$ cat src/hdl/mpeg_picture_unit_splitter_core_defines.svh
// Assertion macros for the picture unit splitter RTL.
`ifndef MPEG_PICTURE_UNIT_SPLITTER_CORE_DEFINES_SVH
`define MPEG_PICTURE_UNIT_SPLITTER_CORE_DEFINES_SVH

// Same-cycle implication, clocked on i_clk, off during reset.
`define MPUS_ASSERT_IMP(lbl, ante, cons, msg) \
    lbl: assert property (@(posedge i_clk) disable iff (!i_rst_n) (ante) |-> (cons)) \
        else $error(msg);

// Next-cycle implication, clocked on i_clk, off during reset.
`define MPUS_ASSERT_NXT(lbl, ante, cons, msg) \
    lbl: assert property (@(posedge i_clk) disable iff (!i_rst_n) (ante) |=> (cons)) \
        else $error(msg);

`endif

$ cat src/hdl/mpus_pkg.sv
// Package: types and constants of the MPEG picture unit splitter.
`default_nettype none
package mpus_pkg;

    localparam int LEN_BITS = 21;
    localparam longint LEN_LIMIT = (longint'(1) << LEN_BITS) - 1;
    localparam longint DEFAULT_MAX = 65536;
    localparam logic [LEN_BITS-1:0] MAX_RESET =
        (DEFAULT_MAX > LEN_LIMIT) ? '1 : LEN_BITS'(DEFAULT_MAX);

    localparam int BYTE_W     = 8;
    localparam int IN_DATA_W  = BYTE_W;
    localparam int IN_USER_W  = 1;
    localparam int OUT_DATA_W = ((BYTE_W + LEN_BITS + 1 + 7) / 8) * 8;
    localparam int OUT_USER_W = 2;

    localparam int QUEUE_DEPTH = 4;
    localparam int QUEUE_AW    = $clog2(QUEUE_DEPTH);

    // step positions inside one command, executed lowest first
    localparam int STEP_CLOSE  = 0;
    localparam int STEP_ZERO_A = 1;
    localparam int STEP_ZERO_B = 2;
    localparam int STEP_ONE    = 3;
    localparam int STEP_BYTE   = 4;
    localparam int NUM_STEPS   = 5;

    typedef enum logic {
        REQ_DATA = 1'b0,
        REQ_EOS  = 1'b1
    } t_req;

    typedef enum logic {
        KIND_DATA = 1'b0,
        KIND_END  = 1'b1
    } t_kind;

    typedef logic [NUM_STEPS-1:0] t_step_mask;

    typedef struct packed {
        t_step_mask        steps;
        logic [BYTE_W-1:0] data;
    } t_cmd;

    typedef struct packed {
        logic full;
        logic empty;
    } t_q_status;

    typedef struct packed {
        t_kind               kind;
        logic [BYTE_W-1:0]   data;
        logic                first;
        logic [LEN_BITS-1:0] len;
        logic                trunc;
        logic                last;
    } t_result;

endpackage
`default_nettype wire

$ cat src/hdl/mpus_front.sv
// Front end: start code tracking, turns input words into step commands.
`default_nettype none
module mpus_front (
    input  wire logic                             i_clk,
    input  wire logic                             i_rst_n,
    input  wire logic                             i_s_axis_tvalid,
    output logic                                  o_s_axis_tready,
    input  wire logic [mpus_pkg::IN_DATA_W-1:0]   i_s_axis_tdata,
    input  wire logic [mpus_pkg::IN_USER_W-1:0]   i_s_axis_tuser,
    input  wire mpus_pkg::t_q_status              i_q_stat,
    output logic                                  o_push,
    output mpus_pkg::t_cmd                        o_cmd
);
    import mpus_pkg::*;

    localparam logic [1:0] HELD_MAX = 2'd2;

    logic [1:0]        r_held, n_held;
    logic              r_pend, n_pend;
    logic              accept;
    t_req              req;
    logic [BYTE_W-1:0] in_b;

    assign o_s_axis_tready = !i_q_stat.full;
    assign accept = i_s_axis_tvalid && !i_q_stat.full;
    assign req    = t_req'(i_s_axis_tuser[0]);
    assign in_b   = i_s_axis_tdata[BYTE_W-1:0];

    always_comb begin
        n_held = r_held;
        n_pend = r_pend;
        o_push = 1'b0;
        o_cmd  = '0;
        if (accept) begin
            priority if (req == REQ_EOS) begin
                o_cmd.steps[STEP_CLOSE] = 1'b1;
                o_push = 1'b1;
                n_held = '0;
                n_pend = 1'b0;
            end else if (in_b == '0) begin
                priority if (r_pend) begin
                    // picture start code: close unit, reopen with 00 00 01 00
                    o_cmd.steps = '1;
                    o_push = 1'b1;
                    n_held = '0;
                    n_pend = 1'b0;
                end else if (r_held == HELD_MAX) begin
                    o_cmd.steps[STEP_BYTE] = 1'b1;
                    o_push = 1'b1;
                end else begin
                    n_held = r_held + 2'd1;
                end
            end else if (!r_pend && in_b == BYTE_W'(1) && r_held == HELD_MAX) begin
                n_pend = 1'b1;
            end else begin
                o_cmd.steps[STEP_ZERO_A] = (r_held != '0);
                o_cmd.steps[STEP_ZERO_B] = (r_held == HELD_MAX);
                o_cmd.steps[STEP_ONE]    = r_pend;
                o_cmd.steps[STEP_BYTE]   = 1'b1;
                o_cmd.data = in_b;
                o_push = 1'b1;
                n_held = '0;
                n_pend = 1'b0;
            end
        end
    end

    always_ff @(posedge i_clk) begin
        if (!i_rst_n) begin
            r_held <= '0;
            r_pend <= 1'b0;
        end else begin
            r_held <= n_held;
            r_pend <= n_pend;
        end
    end

endmodule
`default_nettype wire

$ cat src/hdl/mpus_queue.sv
// Command queue between front and back end.
`default_nettype none
module mpus_queue (
    input  wire logic             i_clk,
    input  wire logic             i_rst_n,
    input  wire logic             i_push,
    input  wire mpus_pkg::t_cmd   i_cmd,
    input  wire logic             i_pop,
    output mpus_pkg::t_cmd        o_head,
    output mpus_pkg::t_q_status   o_stat
);
    import mpus_pkg::*;

    t_cmd                r_mem [QUEUE_DEPTH];
    logic [QUEUE_AW-1:0] r_wr, n_wr;
    logic [QUEUE_AW-1:0] r_rd, n_rd;
    logic [QUEUE_AW:0]   r_cnt, n_cnt;
    logic                do_push, do_pop;

    assign o_stat.full  = (r_cnt == (QUEUE_AW+1)'(QUEUE_DEPTH));
    assign o_stat.empty = (r_cnt == '0);
    assign do_push = i_push && !o_stat.full;
    assign do_pop  = i_pop && !o_stat.empty;
    assign o_head  = r_mem[r_rd];

    always_comb begin
        n_wr  = do_push ? r_wr + QUEUE_AW'(1) : r_wr;
        n_rd  = do_pop ? r_rd + QUEUE_AW'(1) : r_rd;
        n_cnt = r_cnt + (QUEUE_AW+1)'(do_push) - (QUEUE_AW+1)'(do_pop);
    end

    always_ff @(posedge i_clk) begin
        if (do_push) begin
            r_mem[r_wr] <= i_cmd;
        end
    end

    always_ff @(posedge i_clk) begin
        if (!i_rst_n) begin
            r_wr  <= '0;
            r_rd  <= '0;
            r_cnt <= '0;
        end else begin
            r_wr  <= n_wr;
            r_rd  <= n_rd;
            r_cnt <= n_cnt;
        end
    end

endmodule
`default_nettype wire

$ cat src/hdl/mpus_back.sv
// Back end: runs command steps, keeps unit length and limit, drives result register.
`default_nettype none
`include "mpeg_picture_unit_splitter_core_defines.svh"
module mpus_back (
    input  wire logic                            i_clk,
    input  wire logic                            i_rst_n,
    input  wire logic                            i_cfg_valid,
    input  wire logic [mpus_pkg::LEN_BITS-1:0]   i_cfg_data,
    input  wire mpus_pkg::t_cmd                  i_head,
    input  wire mpus_pkg::t_q_status             i_q_stat,
    output logic                                 o_pop,
    input  wire logic                            i_out_ready,
    output logic                                 o_out_valid,
    output mpus_pkg::t_result                    o_res
);
    import mpus_pkg::*;

    logic [LEN_BITS-1:0] r_max, n_max;
    logic [LEN_BITS-1:0] r_count, n_count;
    logic                r_dropped, n_dropped;
    logic                r_at_start, n_at_start;
    t_step_mask          r_taken, n_taken;
    logic                r_ovalid, n_ovalid;
    t_result             r_res, n_res;
    logic                load;

    logic                slot, go, finish;
    t_step_mask          cur, low, rest;
    logic [LEN_BITS:0]   cnt_inc;
    logic                full_now, full_after, max_zero;
    logic [BYTE_W-1:0]   step_byte;

    always_comb begin
        slot       = !r_ovalid || i_out_ready;
        go         = !i_q_stat.empty && slot;
        cur        = i_head.steps & ~r_taken;
        low        = cur & (~cur + NUM_STEPS'(1));
        rest       = cur & ~low;
        cnt_inc    = {1'b0, r_count} + (LEN_BITS+1)'(1);
        full_now   = (r_count >= r_max);
        full_after = (cnt_inc >= {1'b0, r_max});
        max_zero   = (r_max == '0);
        priority if (low[STEP_BYTE]) begin
            step_byte = i_head.data;
        end else if (low[STEP_ONE]) begin
            step_byte = BYTE_W'(1);
        end else begin
            step_byte = '0;
        end
    end

    always_comb begin
        n_max      = i_cfg_valid ? i_cfg_data : r_max;
        n_count    = r_count;
        n_dropped  = r_dropped;
        n_at_start = r_at_start;
        n_taken    = r_taken;
        n_ovalid   = r_ovalid && !i_out_ready;
        n_res      = r_res;
        load       = 1'b0;
        finish     = 1'b0;
        o_pop      = 1'b0;
        if (go) begin
            priority if (low[STEP_CLOSE]) begin
                load        = 1'b1;
                n_res.kind  = KIND_END;
                n_res.data  = '0;
                n_res.first = 1'b0;
                n_res.len   = r_count;
                n_res.trunc = r_dropped;
                n_res.last  = (rest == '0) || max_zero;
                n_count     = '0;
                n_at_start  = 1'b1;
                n_dropped   = (rest != '0) && max_zero;
                finish      = n_res.last;
            end else if (full_now) begin
                // unit full: every remaining step is a data byte, drop them all
                n_dropped = 1'b1;
                finish    = 1'b1;
            end else begin
                load        = 1'b1;
                n_res.kind  = KIND_DATA;
                n_res.data  = step_byte;
                n_res.first = r_at_start;
                n_res.len   = '0;
                n_res.trunc = 1'b0;
                n_res.last  = (rest == '0) || full_after;
                n_at_start  = 1'b0;
                n_count     = cnt_inc[LEN_BITS-1:0];
                if ((rest != '0) && full_after) begin
                    n_dropped = 1'b1;
                end
                finish = n_res.last;
            end
            if (load) begin
                n_ovalid = 1'b1;
            end
            if (finish) begin
                o_pop   = 1'b1;
                n_taken = '0;
            end else begin
                n_taken = r_taken | low;
            end
        end
    end

    assign o_out_valid = r_ovalid;
    assign o_res       = r_res;

    always_ff @(posedge i_clk) begin
        if (!i_rst_n) begin
            r_max      <= MAX_RESET;
            r_count    <= '0;
            r_dropped  <= 1'b0;
            r_at_start <= 1'b1;
            r_taken    <= '0;
            r_ovalid   <= 1'b0;
        end else begin
            r_max      <= n_max;
            r_count    <= n_count;
            r_dropped  <= n_dropped;
            r_at_start <= n_at_start;
            r_taken    <= n_taken;
            r_ovalid   <= n_ovalid;
        end
    end

    always_ff @(posedge i_clk) begin
        if (load) begin
            r_res <= n_res;
        end
    end

    `MPUS_ASSERT_IMP(a_taken_in_head, !i_q_stat.empty, (r_taken & ~i_head.steps) == '0, "taken steps outside head command")
    `MPUS_ASSERT_IMP(a_taken_needs_cmd, r_taken != '0, !i_q_stat.empty, "partial command with empty queue")
    `MPUS_ASSERT_NXT(a_count_step, go && !low[STEP_CLOSE] && !full_now, r_count == $past(r_count) + LEN_BITS'(1), "unit length did not advance on kept byte")

endmodule
`default_nettype wire

$ cat src/hdl/mpeg_picture_unit_splitter_core.sv
// Top level: MPEG picture unit splitter, front end, command queue and back end.
`default_nettype none
// Splits an MPEG video byte stream into units that start at each picture
// start code 00 00 01 00. The front end takes one input word per cycle while
// the four-entry command queue has room; it holds up to two zeros and a
// pending 00 00 01 and issues one command per word that yields output. The
// back end runs one command step per cycle into the output register while the
// output is taken, so a word yields k results (k from 1 to 5), one per step;
// a run of bytes dropped at the unit limit gives no word. Ordinary data thus
// sustains one word per cycle; longer bursts are absorbed by the queue. tlast
// marks the last result word caused by one input word. The user must write the
// max_unit_bytes register through the cfg port only while idle; not enforced.
module mpeg_picture_unit_splitter_core (
    input  wire logic                             i_clk,
    input  wire logic                             i_rst_n,
    input  wire logic                             i_cfg_valid,
    output logic                                  o_cfg_ready,
    input  wire logic [mpus_pkg::LEN_BITS-1:0]    i_cfg_data,     // max_unit_bytes
    input  wire logic                             i_s_axis_tvalid,
    output logic                                  o_s_axis_tready,
    input  wire logic [mpus_pkg::IN_DATA_W-1:0]   i_s_axis_tdata, // in_byte
    input  wire logic [mpus_pkg::IN_USER_W-1:0]   i_s_axis_tuser, // req_type
    output logic                                  o_m_axis_tvalid,
    input  wire logic                             i_m_axis_tready,
    // out_byte[7:0], unit_length[28:8], truncated[29], zero pad
    output logic [mpus_pkg::OUT_DATA_W-1:0]       o_m_axis_tdata,
    output logic [mpus_pkg::OUT_USER_W-1:0]       o_m_axis_tuser, // out_kind, first_of_unit
    output logic                                  o_m_axis_tlast  // last_of_run
);
    import mpus_pkg::*;

    t_q_status q_stat;
    t_cmd      push_cmd;
    t_cmd      head;
    logic      push;
    logic      pop;
    t_result   res;

    assign o_cfg_ready = 1'b1;

    mpus_front u_front (
        .i_clk           (i_clk),
        .i_rst_n         (i_rst_n),
        .i_s_axis_tvalid (i_s_axis_tvalid),
        .o_s_axis_tready (o_s_axis_tready),
        .i_s_axis_tdata  (i_s_axis_tdata),
        .i_s_axis_tuser  (i_s_axis_tuser),
        .i_q_stat        (q_stat),
        .o_push          (push),
        .o_cmd           (push_cmd)
    );

    mpus_queue u_queue (
        .i_clk   (i_clk),
        .i_rst_n (i_rst_n),
        .i_push  (push),
        .i_cmd   (push_cmd),
        .i_pop   (pop),
        .o_head  (head),
        .o_stat  (q_stat)
    );

    mpus_back u_back (
        .i_clk       (i_clk),
        .i_rst_n     (i_rst_n),
        .i_cfg_valid (i_cfg_valid),
        .i_cfg_data  (i_cfg_data),
        .i_head      (head),
        .i_q_stat    (q_stat),
        .o_pop       (pop),
        .i_out_ready (i_m_axis_tready),
        .o_out_valid (o_m_axis_tvalid),
        .o_res       (res)
    );

    assign o_m_axis_tdata = OUT_DATA_W'({res.trunc, res.len, res.data});
    assign o_m_axis_tuser = {res.first, res.kind};
    assign o_m_axis_tlast = res.last;

endmodule
`default_nettype wire
$ cat config.mk
export PLATFORM = sky130hd
export DESIGN_NAME = mpeg_picture_unit_splitter_core
export DESIGN_NICKNAME = d
export VERILOG_FILES = /design/src/hdl/mpus_pkg.sv /design/src/hdl/mpus_front.sv /design/src/hdl/mpus_queue.sv /design/src/hdl/mpus_back.sv /design/src/hdl/mpeg_picture_unit_splitter_core.sv
export VERILOG_INCLUDE_DIRS = /design/src /design/src/hdl
export SDC_FILE = /design/constraint.sdc
export NUM_CORES = 1
export LEC_CHECK = 0
export BUFFER_PORTS_ARGS = -buffer_cell sky130_fd_sc_hd__buf_2
export CAP_MARGIN = 20
export CORE_MARGIN = 3
export CORE_UTILIZATION = 60
export DETAILED_ROUTE_END_ITERATION = 16
export PLACE_DENSITY_LB_ADDON = 0.15
export SETUP_SLACK_MARGIN = 0.5
export SLEW_MARGIN = 30
export SYNTH_ARGS = -nofsm -noshare
export SYNTH_HDL_FRONTEND = slang
export SYNTH_SLANG_ARGS = --single-unit
$ cat constraint.sdc
create_clock -name i_clk -period 6.6 [get_ports i_clk]
set_input_delay 0.99 -clock i_clk [delete_from_list [all_inputs] [get_ports i_clk]]
set_output_delay 0.99 -clock i_clk [all_outputs]
set_load 0.01 [all_outputs]
==> summary.md, run 1 <==
| Metric | Value |
|---|---|
| Status | finished, final reports clean |
| Area contributors post-synth | edfxtp_1 34%, dfxtp_1 17%, ha_1 8.5% |
| Yosys top cell area share | 0.340 |
| Fraction of layout cells with a size suffix above 1 | 0.183 |
| Max Fclk | 190 MHz |
| Final non-filler cell total | 906 |
| CP bufs+invs | 2 |
| Syn. warnings | 0 |
| CTS Buf Count | 17 |
| Crit path DAT | 5.54 ns |
| Slew Viols, Final | 0 |
| Syn Inst Count | 665 |
| Period Utilization, post-route | 0.797 |
| FP Rows | 40 |
| Slowest cell on the critical path | nor3_1 |
| Detailed-route DRC error count | 0 |
| CP max stage delay | 0.44 ns |
| Top cell by count, worst path | ha_1 |
| Die area | 0.0139 mm2 |
| Fill cells | 928 |
| CTS Root Cell | clkbuf_16 |
| Least-Margin Pin Slew | 0.975 ns |
| Worst EP required | 6.89 ns |
| Unrepaired setup endpoints after global routing | no |
| Final TNS setup | 0 ns |
| Register area share after synthesis | 0.506 |
| H-tree depth | 4 |
| Placed cells | 874 |
| IO Port Bufs | 69 |
| PostCTS Resize Cnt | 0 |
| CTS max path bufs | 2 |
| CP Cell Sequence | ha_1, and3_1, nand4_1, nor3_1, and4_1, nor2b_1, or2_1, ha_1, nand3_1, nor4_1, nand2_1, o221ai_4, o41ai_4, a31oi_4, ha_1, inv_1, ha_1, inv_1, fa_1, xor2_1, xnor2_1, nor2_1 |
| Asr flop ratio synth | 0 |
| Initial Utilization | 0.619 |
| DRT iter0 DRCs | 402 |
| HP Class | reg -> reg |
| Overall power | 3120 uW |
| Hold buffer count at CTS | 0 |
| Reg clk slew, reported paths | 0.06 ns |
| Total Routed Length | 15600 um |
| Wire per inst | 17.2 um |
| Antenna-violating nets left | 0 |
| Clk_skew | 0.00661 ns |
| Final-stage net count | 812 |
| Worst rel slew slack | 0.350 |
| Worst IR drop on VDD | 0.242 mV |
| Diode count | 0 |
| P_leak | 0.00342 uW |
| Fin crit period | 5.26 ns |
| Die Height | 118 um |
| Area grow syn2layout | 13.2% |
| Syn Std Cell Area | 0.00750 mm2 |
| HPWL after DPL | 11100 um |
| Total number of vias | 5249 |
| Register bit total from synthesis | 147 |
| Num ports | 73 |
| Worst Path Max Fanout | 8 |
| Initial antenna violation count | 0 |
| First-pass GRT wire length | 25000 um |
| Setup Viol. Count Final | 0 |
| TritonCTS clock tree | yes |
| Average size of a mapped cell | 11.3 um2 |
| EDFF count, synth | 85 |
| Die width | 118 um |
| Fin. Hold Viols | 0 |
| Total clock sinks | 147 |
| Post-CTS setup buffer count | 0 |
| Synth area leader | edfxtp_1 |
| Largest net degree at the start of global routing | 56 |
| Multi-input gate area | 0.00340 mm2 |
| Core area | 0.0121 mm2 |
| Worst setup path class | reg -> reg |
| Placer congestion estimate | 0.929 |
| Post-route cell area | 0.00849 mm2 |
| Placed instance area | 0.00790 mm2 |
| Vias in the first global route | 4833 |
| Grt ovf | 0 |
| FF+latch area | 0.00379 mm2 |
| Clock Latency Late Sink | 0.43 ns |
| Routed vias/inst | 5.79 |
| PD cells | 368 mW/mm2 |
| Ys flop type | edfxtp_1 |
| TritonRoute pass-1 iters | 5 |
| Crit start category | flip-flop |
| Synth unique cells | 74 |
| CP Capture Type | flip-flop |
| Total GRT Usage | 0.229 |
| CP top delay family | simple AND/OR/NAND/NOR gates |
| MaxCap Viol Count | 0 |
## through the flow
| step | hold slack, ns | setup slack (ns) | util |
|---|---|---|---|
| after floorplan | 0.449 | 1.99 | - |
| after global placement | 0.472 | 1.63 | 0.652 |
| after detailed placement | 0.483 | 1.38 | 0.652 |
| after CTS | 0.497 | 1.38 | 0.701 |
| after global routing | 0.533 | 0.905 | 0.701 |
| final | 0.499 | 1.34 | 0.701 |
## where the power goes
group	internal [uW]	total [uW]	switching [uW]
logic	341	897	556
registers	1190	1290	96.9
clock network	562	936	374
## tightest hold or removal path, delay by kind of cell (launching register included)
kind | cells | cell delay [ns]
simple gates | 1 | 0.08
compound gates | 1 | 0.05
flops | 1 | 0.32
## placed cells by master, fill, tap and decap left out, drive strengths merged, types with 9 or more instances in the layout
cell type / Yosys / final
edfxtp: 85 / 85
mux2i: 25 / 25
o21ai: 33 / 33
mux4: 12 / 12
xnor2: 12 / 12
dfxtp: 62 / 62
nor4: 9 / 9
buf: 18 / 71
nand2: 43 / 43
ha: 51 / 51
nor2b: 13 / 13
nor2: 52 / 52
nand2b: 10 / 10
and2: 38 / 38
a21oi: 44 / 44
clkbuf: 13 / 24
inv: 35 / 37
nand3: 16 / 16
nor3: 14 / 14
## logic make-up after synthesis
| kind of cell | count (synthesis) | share of synthesized area |
|---|---|---|
| compound gates | 118 | 0.109 |
| buf+inv | 66 | 0.0410 |
| mux | 39 | 0.0754 |
| fa+ha+maj | 53 | 0.0893 |
| xor+xnor | 16 | 0.0187 |
| simple gates | 224 | 0.160 |
| flops | 147 | 0.506 |
| other cells | 2 | 0.00100 |
## cell usage after synthesis (all sizes together) (13+ instances only)
| master | count |
|---|---|
| nand3 | 16 |
| a21oi | 44 |
| nor3 | 14 |
| nor2 | 52 |
| inv | 35 |
| ha | 51 |
| and2 | 38 |
| nand2 | 43 |
| dfxtp | 62 |
| nor2b | 13 |
| buf | 18 |
| mux2i | 25 |
| o21ai | 33 |
| edfxtp | 85 |
| clkbuf | 13 |
## registers in the layout, indices dropped and copies added (netlist names), 2 cells and up, named ones only
| register | count |
|---|---|
| u_queue.r_mem | 52 |
| u_back.o_res | 33 |
| u_back.r_count | 21 |
| u_back.r_max | 21 |
| u_back.r_taken | 5 |
| u_queue.r_cnt | 3 |
| u_front.r_held | 2 |
| u_queue.r_rd | 2 |
| u_queue.r_wr | 2 |
## routing by layer
metal | part of all wire | GRT usage | wire length, um
met5 | 0 | 0 | 0
met4 | 0.011 | 0.0725 | 174
met3 | 0.064 | 0.0500 | 992
met2 | 0.45 | 0.341 | 6990
met1 | 0.48 | 0.336 | 7430
## cell type report
type / count / area share
flip-flops and latches: 147 / 0.447
multi-input cells: 453 / 0.401
inverters: 35 / 0.0159
clock buffers: 24 / 0.0619
well taps: 168 / 0.0248
clock inverters: 8 / 0.00737
repair buffers: 71 / 0.0425
## worst paths after layout
kind              slack, ns               from  depth (start not counted)                 to
setup / recovery       1.34  u_back.r_count[0]                         22   u_queue.r_cnt[2]
hold / removal         0.50  u_back.r_taken[2]                          2  u_back.r_taken[2]
setup reg to reg       1.34  u_back.r_count[0]                         22   u_queue.r_cnt[2]
hold reg to reg        0.50  u_back.r_taken[2]                          2  u_back.r_taken[2]
Note: power is estimated with default switching activity, not from simulation.
==> inputs of run 2 (changes only) <==
Settings changed: CORE_UTILIZATION 60 to 54.
Clock period 6.6 ns to 4.6 ns, I/O delays scaled along.
==> run 2 against run 1 <==
  * Critical path depth decreased by 2
  * Via count grew 1.7%
  * Critical endpoint unchanged
  * Clock-buffer cell count decreased by 4
  * Power rose by 48%
  * Highest routed layer unchanged
==> summary.md, run 2 (same netlist as run 1, synthesis figures left out) <==
| Metric | Value |
|---|---|
| Met2 wire len | 7280 um (+4.0%) |
| H-tree depth | 4 (unchanged) |
| Vias in the first global route | 5264 (+8.9%) |
| Max reg flops | 52 (unchanged) |
| Max Fclk | 232 MHz (+22%) |
| Final worst slack | 0.293 ns (-1.05 ns) |
| Num ports | 73 (unchanged) |
| Fraction of layout cells with a size suffix above 1 | 0.255 (+0.0716) |
| Clk_skew | 0.0115 ns (+0.00488 ns) |
| Placer congestion estimate | 0.855 (-8.0%) |
| CTS Buf Count | 17 (unchanged) |
| Total Routed Length | 16300 um (+4.7%) |
| Period Utilization, post-route | 0.936 (+0.140) |
| Met1 WL | 7680 um (+3.4%) |
| TritonCTS clock tree | yes |
| R2R Setup Slk | 0.29 ns (-1.05 ns) |
| Slew Viols, Final | 0 (unchanged) |
| Part of the power in combinational logic | 0.315 (+0.028) |
| Status | finished, final reports clean |
| P_leak | 0.00360 uW (+5.2%) |
| Routed vias/inst | 5.64 (-2.6%) |
| Worst setup path class | reg -> reg |
| Flop pwr share | 0.395 (-0.018) |
| Met3 WL | 1090 um (+9.9%) |
| Worst rel slew slack | 0.391 (+0.0405) |
| Worst Path Max Fanout | 7 (-1) |
| Antenna-violating nets left | 0 (unchanged) |
| Core area | 0.0134 mm2 (+11%) |
| Setup Viol. Count Final | 0 (unchanged) |
| Die Height | 124 um (+5.1%) |
| Largest net degree at the start of global routing | 56 (unchanged) |
| Total clock sinks | 147 (unchanged) |
| Most frequent cells in the layout | 85 x edfxtp_1, 69 x buf_2, 56 x dfxtp_1 |
| Slowest cell on the critical path | o41ai_4 |
| CP Cell Sequence | and3_4, nand4_4, buf_4, nor3_2, nand3_1, xnor2_2, ha_1, nand4_1, nor2_1, a221o_1, o41ai_4, a31oi_4, ha_4, inv_2, ha_4, inv_2, fa_2, xor2_2, xnor2_1, nor2_1 |
| CP max stage delay | 0.44 ns (about the same) |
| MaxCap Viol Count | 0 (unchanged) |
| CTS Root Cell | clkbuf_16 |
| Final TNS setup | 0 ns (unchanged) |
| First-pass GRT wire length | 26600 um (+6.4%) |
| Fin crit period | 4.31 ns (-0.950 ns) |
| Least-Margin Pin Slew | 0.914 ns (-0.0608 ns) |
| Most common cell after layout, fill and taps aside | edfxtp_1 |
| Total GRT Usage | 0.228 (-0.000344) |
| FF+latch area | 0.00381 mm2 (+0.46%) |
| Die area | 0.0153 mm2 (+11%) |
| IO Port Bufs | 69 (unchanged) |
| CTS max path bufs | 2 (unchanged) |
| FP Rows | 42 (+5.0%) |
| HP Class | in -> reg |
| Die width | 124 um (+5.1%) |
| Diode count | 0 (unchanged) |
| HPWL after DPL | 11500 um (+3.4%) |
| Unrepaired setup endpoints after global routing | yes |
| Worst IR drop on VDD | 0.306 mV (+26%) |
| Total number of vias | 5340 (+1.7%) |
| PD cells | 518 mW/mm2 (+41%) |
| Switching part of the total | 0.326 (-0.00287) |
| Crit start category | flip-flop |
| Pre-CTS WS | 0.0731 ns (-1.31 ns) |
| Detailed-route DRC error count | 0 (unchanged) |
| DRT iter0 DRCs | 343 (-15%) |
| Crit path DAT | 4.60 ns (-0.94 ns) |
| Area grow syn2layout | 18.7% |
| Reg clk slew, reported paths | 0.06 ns (about the same) |
| Psw | 1500 uW (+46%) |
| Grt ovf | 0 (unchanged) |
| Fill cells | 1040 (+12%) |
| Internal power | 3110 uW (+48%) |
| CP Capture Type | flip-flop |
| Multi-input gate area | 0.00355 mm2 (+4.5%) |
| Initial antenna violation count | 0 (unchanged) |
| Worst EP required | 4.89 ns (-2.00 ns) |
| TritonRoute pass-1 iters | 5 (unchanged) |
| Hold buffer count at CTS | 0 (unchanged) |
| Clock power share | 0.290 (-0.010) |
| DR top layer | met4 |
| Biggest register | u_queue.r_mem |
| Wire per inst | 17.3 um (+0.25%) |
| Fin. Hold Viols | 0 (unchanged) |
| Initial Utilization | 0.560 (-0.0595) |
| Clock Latency Late Sink | 0.43 ns (about the same) |
| Final-stage net count | 844 (+3.9%) |
==> run 2: cell count changes in the layout (fill, tap and decap cells not counted), moves of 3 or more <==
| cell | before | now |
|---|---|---|
| dfxtp_4 | 0 | 4 |
| clkbuf_16 | 20 | 17 |
| dfxtp_1 | 62 | 56 |
| ha_1 | 51 | 45 |
| clkinv_4 | 4 | 1 |
| buf_4 | 2 | 33 |
| ha_4 | 0 | 5 |
| clkinv_2 | 1 | 4 |
==> run 2: final timing paths <==
check / startpoint / to / cells past startpoint
setup / recovery: u_back.r_count[0] / u_queue.r_cnt[2] / 20
hold / removal: i_cfg_data[16] / u_back.r_max[16] / 3
setup reg to reg: u_back.r_count[0] / u_queue.r_cnt[2] / 20
hold reg to reg: u_back.r_taken[2] / u_back.r_taken[2] / 2
==> run 2: metal layers <==
metal,vias to the layer above,GRT usage
met5,-,0
met4,0,0.0893
met3,21,0.0513
met2,190,0.341
met1,2537,0.325
li1,2592,-
==> run 2: power by group through the flow <==
stage	Combinational [uW]	Sequential [uW]	Clock, uW
after floorplan	901	1910	0
final	1450	1820	1340
after detailed placement	1360	1860	0
after global routing	1600	1850	1420
after global placement	1340	1840	0
after CTS	1400	1830	1360
==> run 2: repair_timing <==
action                     4_1_cts  5_1_grt
buffers inserted                11        2
hold endpoints to repair         0        0
resized for setup               14       11
setup endpoints to repair        2        2
pin swaps                       15       17
==> run 2: cell type report <==
class | count | share of cell area
clock buffers | 20 | 0.0502
clock inverters | 12 | 0.0145
inverters | 35 | 0.0152
multi-input cells | 453 | 0.399
flip-flops and latches | 147 | 0.428
well taps | 176 | 0.0247
repair buffers | 103 | 0.0679
==> run 2: worst max-delay path, delay by kind of cell (launching register included) <==
kind | cells | cell delay [ns]
AO/OA/AOI/OAI | 3 | 0.97
XOR/XNOR | 3 | 0.52
adder cells (fa/ha/maj) | 4 | 1.05
buffers and inverters | 3 | 0.27
flip-flops | 1 | 0.37
AND/OR/NAND/NOR | 7 | 1.02
==> run 2: stage by stage <==
step | power (uW) | cells | hold WS (ns) | instance area [um2] | util
3_5_place_dp | 3210 | 901 | 0.486 | 8100 | 0.604
6_report | 4610 | 946 | 0.483 | 8900 | 0.664
3_3_place_gp | 3180 | 901 | 0.469 | 8100 | 0.604
5_1_grt | 4870 | 946 | 0.514 | 8900 | 0.664
2_1_floorplan | 2810 | 666 | 0.449 | 7550 | -
4_1_cts | 4580 | 944 | 0.472 | 8820 | 0.658
